### src/rtl/amacc_pkg.sv
// ----------------------------------------------------------------------------
// Audio mix accumulator package
// Sizes, codes and payload types shared by the mix accumulator modules.
// ----------------------------------------------------------------------------
package amacc_pkg;

    localparam int BUF_DEPTH  = 4096;
    localparam int ACC_WIDTH  = 24;
    localparam int MAX_STRIDE = 8;
    localparam int Q15_ONE    = 32767;

    localparam int ADDR_W = $clog2(BUF_DEPTH);
    localparam int POS_W  = (ADDR_W + 1 > 12) ? ADDR_W + 1 : 12;
    localparam int STEP_W = $clog2(MAX_STRIDE + 1);

    localparam logic [1:0] OP_BEGIN = 2'd0;
    localparam logic [1:0] OP_MIX   = 2'd1;
    localparam logic [1:0] OP_READ  = 2'd2;

    typedef logic [ADDR_W-1:0]           addr_t;
    typedef logic [POS_W-1:0]            pos_t;
    typedef logic [STEP_W-1:0]           step_t;
    typedef logic signed [ACC_WIDTH-1:0] acc_t;

    typedef struct packed {
        logic [1:0]         op;
        logic [11:0]        offset;
        logic [3:0]         stride;
        logic signed [15:0] sample;
    } cmd_t;

    typedef struct packed {
        logic signed [15:0] clamped_sample;
        logic signed [23:0] raw_sum;
        logic               last;
        logic               empty_res;
    } res_t;

    typedef struct packed {
        logic  rd_en;
        addr_t rd_addr;
        logic  wr_en;
        addr_t wr_addr;
        acc_t  wr_data;
    } mem_req_t;

endpackage

### src/rtl/amacc_core.sv
// ----------------------------------------------------------------------------
// Audio mix accumulator core
// Position tracking, read-modify-write of accumulators and result register.
// ----------------------------------------------------------------------------
module amacc_core (
    input  logic                clk,
    input  logic                rst_n,
    input  logic                cmd_valid,
    output logic                cmd_ready,
    input  amacc_pkg::cmd_t     cmd,
    output logic                res_valid,
    input  logic                res_ready,
    output amacc_pkg::res_t     res,
    output amacc_pkg::mem_req_t mem_req,
    input  amacc_pkg::acc_t     rd_data,
    input  logic                clearing
);

    localparam amacc_pkg::acc_t ACC_HI = amacc_pkg::acc_t'(amacc_pkg::Q15_ONE);
    localparam amacc_pkg::acc_t ACC_LO = amacc_pkg::acc_t'(-amacc_pkg::Q15_ONE);
    localparam amacc_pkg::pos_t DEPTH_POS = amacc_pkg::pos_t'(amacc_pkg::BUF_DEPTH);

    function automatic amacc_pkg::acc_t sat_add(amacc_pkg::acc_t a, logic signed [15:0] s);
        logic signed [amacc_pkg::ACC_WIDTH:0] sum;
        sum = (amacc_pkg::ACC_WIDTH + 1)'(a) + (amacc_pkg::ACC_WIDTH + 1)'(s);
        if (sum[amacc_pkg::ACC_WIDTH] != sum[amacc_pkg::ACC_WIDTH-1])
        begin
            return sum[amacc_pkg::ACC_WIDTH] ? {1'b1, {(amacc_pkg::ACC_WIDTH-1){1'b0}}}
                                             : {1'b0, {(amacc_pkg::ACC_WIDTH-1){1'b1}}};
        end
        return sum[amacc_pkg::ACC_WIDTH-1:0];
    endfunction

    logic             busy_reg,      busy_next;
    amacc_pkg::cmd_t  item_reg;
    amacc_pkg::pos_t  wpos_reg,      wpos_next;
    amacc_pkg::step_t step_reg,      step_next;
    amacc_pkg::pos_t  used_reg,      used_next;
    amacc_pkg::pos_t  rpos_reg,      rpos_next;
    logic             res_valid_reg, res_valid_next;
    amacc_pkg::res_t  res_reg,       res_next;

    logic                       accept;
    logic                       done;
    logic                       is_read;
    logic [amacc_pkg::POS_W:0]  wpos_sum;
    amacc_pkg::pos_t            rpos_inc;
    amacc_pkg::acc_t            clamped;
    logic signed [31:0]         raw_ext;

    assign cmd_ready = !busy_reg && !clearing;
    assign accept    = cmd_valid && cmd_ready;
    assign is_read   = (item_reg.op == amacc_pkg::OP_READ);
    assign done      = busy_reg && (!is_read || !res_valid_reg || res_ready);

    assign wpos_sum   = {1'b0, wpos_reg} + (amacc_pkg::POS_W + 1)'(step_reg);
    assign rpos_inc   = rpos_reg + 1'b1;
    assign raw_ext    = 32'(rd_data);

    always_comb
    begin
        if (rd_data > ACC_HI)
        begin
            clamped = ACC_HI;
        end
        else if (rd_data < ACC_LO)
        begin
            clamped = ACC_LO;
        end
        else
        begin
            clamped = rd_data;
        end
    end

    always_comb
    begin
        mem_req.rd_en   = accept;
        mem_req.rd_addr = (cmd.op == amacc_pkg::OP_MIX) ? wpos_reg[amacc_pkg::ADDR_W-1:0]
                                                         : rpos_reg[amacc_pkg::ADDR_W-1:0];
        mem_req.wr_en   = 1'b0;
        mem_req.wr_addr = wpos_reg[amacc_pkg::ADDR_W-1:0];
        mem_req.wr_data = sat_add(rd_data, item_reg.sample);

        busy_next      = busy_reg;
        wpos_next      = wpos_reg;
        step_next      = step_reg;
        used_next      = used_reg;
        rpos_next      = rpos_reg;
        res_valid_next = res_valid_reg && !res_ready;
        res_next       = res_reg;

        if (accept)
        begin
            busy_next = 1'b1;
        end

        if (done)
        begin
            busy_next = 1'b0;
            case (item_reg.op)
                amacc_pkg::OP_BEGIN:
                begin
                    wpos_next = amacc_pkg::pos_t'(item_reg.offset);
                    if (item_reg.stride == 4'd0)
                    begin
                        step_next = amacc_pkg::step_t'(1);
                    end
                    else if ({1'b0, item_reg.stride} > 5'(amacc_pkg::MAX_STRIDE))
                    begin
                        step_next = amacc_pkg::step_t'(amacc_pkg::MAX_STRIDE);
                    end
                    else
                    begin
                        step_next = amacc_pkg::step_t'(item_reg.stride);
                    end
                end
                amacc_pkg::OP_MIX:
                begin
                    if (wpos_reg < DEPTH_POS)
                    begin
                        mem_req.wr_en = 1'b1;
                        if (used_reg < wpos_reg + 1'b1)
                        begin
                            used_next = wpos_reg + 1'b1;
                        end
                        if (wpos_sum > (amacc_pkg::POS_W + 1)'(amacc_pkg::BUF_DEPTH))
                        begin
                            wpos_next = DEPTH_POS;
                        end
                        else
                        begin
                            wpos_next = wpos_sum[amacc_pkg::POS_W-1:0];
                        end
                    end
                end
                amacc_pkg::OP_READ:
                begin
                    res_valid_next = 1'b1;
                    if (used_reg == '0 || rpos_reg >= used_reg || rpos_reg >= DEPTH_POS)
                    begin
                        res_next = '{clamped_sample: '0, raw_sum: '0, last: 1'b0,
                                     empty_res: 1'b1};
                        if (used_reg == '0)
                        begin
                            rpos_next = '0;
                        end
                    end
                    else
                    begin
                        mem_req.wr_en   = 1'b1;
                        mem_req.wr_addr = rpos_reg[amacc_pkg::ADDR_W-1:0];
                        mem_req.wr_data = '0;
                        res_next.clamped_sample = 16'(clamped);
                        res_next.raw_sum        = raw_ext[23:0];
                        res_next.empty_res      = 1'b0;
                        res_next.last           = (rpos_inc >= used_reg);
                        if (rpos_inc >= used_reg)
                        begin
                            used_next = '0;
                            rpos_next = '0;
                        end
                        else
                        begin
                            rpos_next = rpos_inc;
                        end
                    end
                end
                default:
                begin
                    busy_next = 1'b0;
                end
            endcase
        end
    end

    always_ff @(posedge clk or negedge rst_n)
    begin
        if (!rst_n)
        begin
            busy_reg      <= 1'b0;
            wpos_reg      <= '0;
            step_reg      <= amacc_pkg::step_t'(1);
            used_reg      <= '0;
            rpos_reg      <= '0;
            res_valid_reg <= 1'b0;
        end
        else
        begin
            busy_reg      <= busy_next;
            wpos_reg      <= wpos_next;
            step_reg      <= step_next;
            used_reg      <= used_next;
            rpos_reg      <= rpos_next;
            res_valid_reg <= res_valid_next;
        end
    end

    always_ff @(posedge clk)
    begin
        if (accept)
        begin
            item_reg <= cmd;
        end
        res_reg <= res_next;
    end

    assign res_valid = res_valid_reg;
    assign res       = res_reg;

endmodule

### config.mk
export PLATFORM = sky130hd
export DESIGN_NAME = amacc_core
export DESIGN_NICKNAME = d
export VERILOG_FILES = /design/src/rtl/amacc_pkg.sv /design/src/rtl/amacc_core.sv
export SDC_FILE = /design/constraint.sdc
export NUM_CORES = 1
export LEC_CHECK = 0
export ABC_AREA = 1
export BUFFER_PORTS_ARGS = -buffer_cell sky130_fd_sc_hd__buf_2
export CORE_MARGIN = 8
export CORE_UTILIZATION = 60
export CTS_CLUSTER_SIZE = 25
export DETAILED_ROUTE_END_ITERATION = 8
export PLACE_DENSITY_LB_ADDON = 0.12
export SYNTH_ARGS = -nofsm -noshare
export SYNTH_HDL_FRONTEND = slang
export SYNTH_SLANG_ARGS = --single-unit
### constraint.sdc
create_clock -name clk -period 9.6 [get_ports clk]
set_input_delay 0.48 -clock clk [delete_from_list [all_inputs] [get_ports clk]]
set_output_delay 0.48 -clock clk [all_outputs]
set_load 0.02 [all_outputs]
# ---- Word level (Yosys, flattened, before mapping)
# Index checks and enable logic that the tools add are counted.
dict set report totals {
  reg_bits 121
  out_inout_bits 94
}
dict set report classes {
  add_sub_neg 4
  order_cmp 9
  n_eq_ne 9
  mux 30
  n_reduce_logical 25
}
# operator n
set op_table {}
lappend op_table {{$mux 13} 9}
lappend op_table {{$mux 37} 2}
lappend op_table {{$mux 24} 3}
lappend op_table {{$pmux 13 s2} 2}
lappend op_table {{$mux 36} 1}
lappend op_table {{$add 13x1->13 const B} 2}
lappend op_table {{$ge 13x13->1} 2}
lappend op_table {{$add 24x16->25} 1}
lappend op_table {{$gt 24x16->1 const B} 1}
lappend op_table {{$lt 24x16->1 const B} 1}
lappend op_table {{$mux 16} 1}
lappend op_table {{$mux 15} 1}
lappend op_table {{$add 13x4->14} 1}
lappend op_table {{$gt 14x13->1 const B} 1}
lappend op_table {{$ge 13x13->1 const B} 1}
lappend op_table {{$logic_not 13->1} 1}
lappend op_table {{$lt 13x13->1} 1}
lappend op_table {{$lt 13x13->1 const B} 1}
lappend op_table {{$mux 12} 1}
lappend op_table {{$mux 4} 2}
lappend op_table {{$ne 2x2->1 const B} 4}
lappend op_table {{$mux 1} 7}
lappend op_table {{$reduce_and 3->1} 2}
lappend op_table {{$reduce_and 6->1} 1}
lappend op_table {{14 further kinds} 28}

# ---- Logic depth before layout (Yosys ltp)
dict set report logic_depth {
  ltp_word 7
  depth_mapped 20
  ltp_nobuf 18
}

# ---- Worst setup path after synthesis
# No wires, ideal clock.
dict set report synth_timing {
  path_type {input to output}
  start {input clearing}
  end {output mem_req[49] (netlist name)}
  t_arrival_ns 3.539
  required_time_ns 9.120
  slack_ns 5.581
  path_stages 2
  n_path_buf 1
  path_cell_list {nor3b_1 buf_4}
}
# item line
set synth_lines {}
lappend synth_lines {{from (decl)} amacc_core.sv:16} ;# input logic clearing
lappend synth_lines {{to (decl)} amacc_core.sv:14} ;# output amacc_pkg::mem_req_t mem_req,

==> impl_metrics.json <==
{
  "rr_startpoint": "rpos_reg[2]",
  "switching_share": 0.450,
  "synth-edff-count": 76,
  "synth.top_cell.area_share": 0.265,
  "skew_ns": 0.00945,
  "route.detailed.drc": 0,
  "ir_worst_vdd_mv": 0.184,
  "core_um2": 14300,
  "synth_fp_nets": 1242,
  "cp_data_required_time_ns": 9.12,
  "power.density_nw_per_um2": 280,
  "final_core_util": 0.708,
  "fp.dieW_um": 136,
  "cts-resized-gates": 0,
  "rows": 44,
  "hold_depth": 1,
  "final-hold-violation-count": 0,
  "share_comb_of_total_power": 0.487,
  "port_buffers": 156,
  "grt_antenna_before_repair": 0,
  "synth.avg_cell_area_um2": 7.81,
  "via_per_inst": 5.67,
  "min_to": "item_reg[12]",
  "seqPwrFrac": 0.282,
  "ios": 157,
  "placed_cells": 1415,
  "tightestPinTransition_ns": 1.10,
  "numCtsBuffers": 17,
  "die_area_um2": 18500,
  "die_h_um": 136,
  "setup_tns_ns": 0,
  "worst_hold_slack_ns": 0.231,
  "p_sw_mw": 1.27,
  "final-setup-viol-count": 0,
  "fin_crit_sh": 0.476,
  "synthArstFlopShare": 0.372,
  "synth_top_cell_by_area": "edfxtp_1",
  "routabilityCongestion": 0.954,
  "avgRoutedWirePerCell_um": 17.1,
  "final_cell_mix": "nand2_1, buf_2, inv_1, a21oi_1, nor2_1",
  "grt_pass1_wl_um": 39000,
  "yosys_most_used_dff": "edfxtp_1",
  "crit_type": "flip-flop to primary output",
  "cts_root_buf": "clkbuf_16",
  "power_leakage_nw": 4.93,
  "final_cells": 1447,
  "r2r_cells": 14,
  "clkLatencyLatePin_ns": 0.42,
  "grt.overflow.total": 0,
  "clk_path_buf_depth": 2,
  "final_layout_size_suffix_gt1_frac": 0.186,
  "htree_levels": 4,
  "p_int_mw": 1.55,
  "max_cap_viol_count": 0,
  "grt_max_degree": 49,
  "r2r_setup_slack_ns": 5.73,
  "crit_fanout": 48,
  "yosysWarningCount": 0,
  "max_freq_ghz": 0.219,
  "vias": 8201,
  "ys_seq_area_frac": 0.396,
  "num_antenna_cells": 0,
  "end_kind": "primary output",
  "arrival_ns": 4.09,
  "start_util": 0.604,
  "dr.pass1.iters": 5,
  "track_usage": 0.269,
  "first_iter_violations": 791,
  "clkTransAtPathRegs_ns": 0.06,
  "final_common_cell": "nand2_1",
  "startpoint_type": "flip-flop",
  "ctsHoldBuffers": 0,
  "fin_nets": 1388,
  "finalMaxSlewViolations": 0,
  "synth_cells": 1104,
  "grt_pass1_vias": 7680,
  "synth.area.top_cells": "edfxtp_1, dfrtp_1, nand2_1",
  "hp-class": "input pin to flip-flop",
  "rr_endpoint": "rpos_reg[12]",
  "cts_tree": "done",
  "area_growth_pct": 17.1,
  "synth-seq-cells": 121,
  "dp_hpwl_um": 19000,
  "clkPwrFrac": 0.232,
  "post-cts-setup-buffers": 0,
  "largest_reg_flops": 42,
  "wl_um": 24800,
  "period_minus_slack_ns": 4.57,
  "clock-sinks": 121,
  "rsz0062_at_grt": "false",
  "antenna_left": 0,
  "syn_area_um2": 8620,
  "hold_start": "cmd[12]",
  "ys_types": 44,
  "relSlewSlack": 0.266,
  "status": "finished, final reports clean"
}
## power groups by stage
stage / Sequential, mW / Clock, mW / Combinational (mW)
finish: 0.796 / 0.654 / 1.38
global route: 0.807 / 0.677 / 1.54
CTS: 0.792 / 0.659 / 1.37
detailed placement: 0.801 / 0 / 1.35
global placement: 0.798 / 0 / 1.34
floorplan: 0.790 / 0 / 0.995
## synthesized netlist by cell type, types with 3 or more instances
cell type  instances
a21oi_1          114
a21oi_2            7
buf_1              3
buf_2             10
buf_4              5
buf_6              3
clkbuf_1          11
dfrtp_1           44
edfxtp_1          76
ha_1              73
inv_1            129
nand2_1          244
nand2_2            8
nand3_1           82
nand3_2            3
nand3b_1           7
nand4_1           16
nor2_1           102
nor3_1            10
nor3_2             3
nor4_1            11
o21a_1             3
o21ai_0           68
o21ai_1           12
o22ai_1            3
or2_2             14
xor2_1            19
## logic make-up (layout without fill, tap and decap cells)
group | after synthesis | after routing | synth area share
AO/OA/AOI/OAI | 214 | 214 | 0.131
XOR/XNOR | 21 | 21 | 0.0213
adder cells (fa/ha/maj) | 75 | 75 | 0.111
buffers and inverters | 163 | 322 | 0.0772
flip-flops | 121 | 121 | 0.396
AND/OR/NAND/NOR | 510 | 510 | 0.264
## final cells by class
class / instances / area (µm²)
flip-flops and latches: 121 / 3410
clock buffers: 17 / 425
fillers: 1180 / 4170
well taps: 184 / 230
inverters: 131 / 492
repair buffers: 159 / 803
clock inverters: 15 / 175
multi-input cells: 820 / 4550
## worst max-delay path, stage by stage (launching register included)
cell     delay [ns]
dfrtp_1        0.47
ha_1           0.35
a21oi_1        0.15
o21ai_1        0.08
nand2_1        0.06
nand3_1        0.06
nand2_1        0.07
nand2_1        0.06
nand2_1        0.08
nand2_2        0.49
nor2_4         1.06
inv_2          0.31
o21ai_0        0.16
inv_1          0.09
buf_2          0.16
## worst max-delay path by stage
stage,start,endpoint,slack [ns],cells past startpoint
after floorplan,clearing,mem_req[49],5.58,2
after global placement,rd_data[2],mem_req[3],5.52,20
after detailed placement,rpos_reg[2],mem_req[23],5.52,14
after CTS,rpos_reg[2],mem_req[23],5.05,14
after global routing,used_reg[11],mem_req[23],4.59,13
final,rpos_reg[2],mem_req[23],5.03,14
## layer usage
| metal | track usage | vias up | part of all wire |
|---|---|---|---|
| met5 | 0 | - | 0 |
| met4 | 0.103 | 0 | 0.025 |
| met3 | 0.0669 | 57 | 0.090 |
| met2 | 0.413 | 370 | 0.45 |
| met1 | 0.360 | 3750 | 0.43 |
| li1 | - | 4024 | - |
## metrics by stage
step	worst slack [ns]	instance area (µm²)	power (mW)
6_report	5.03	10100	2.83
5_1_grt	4.59	10100	3.02
4_1_cts	5.05	10100	2.82
3_5_place_dp	5.52	9490	2.15
3_3_place_gp	5.52	9490	2.14
2_1_floorplan	5.58	8620	1.78
Power figures use the tool's default switching activity.
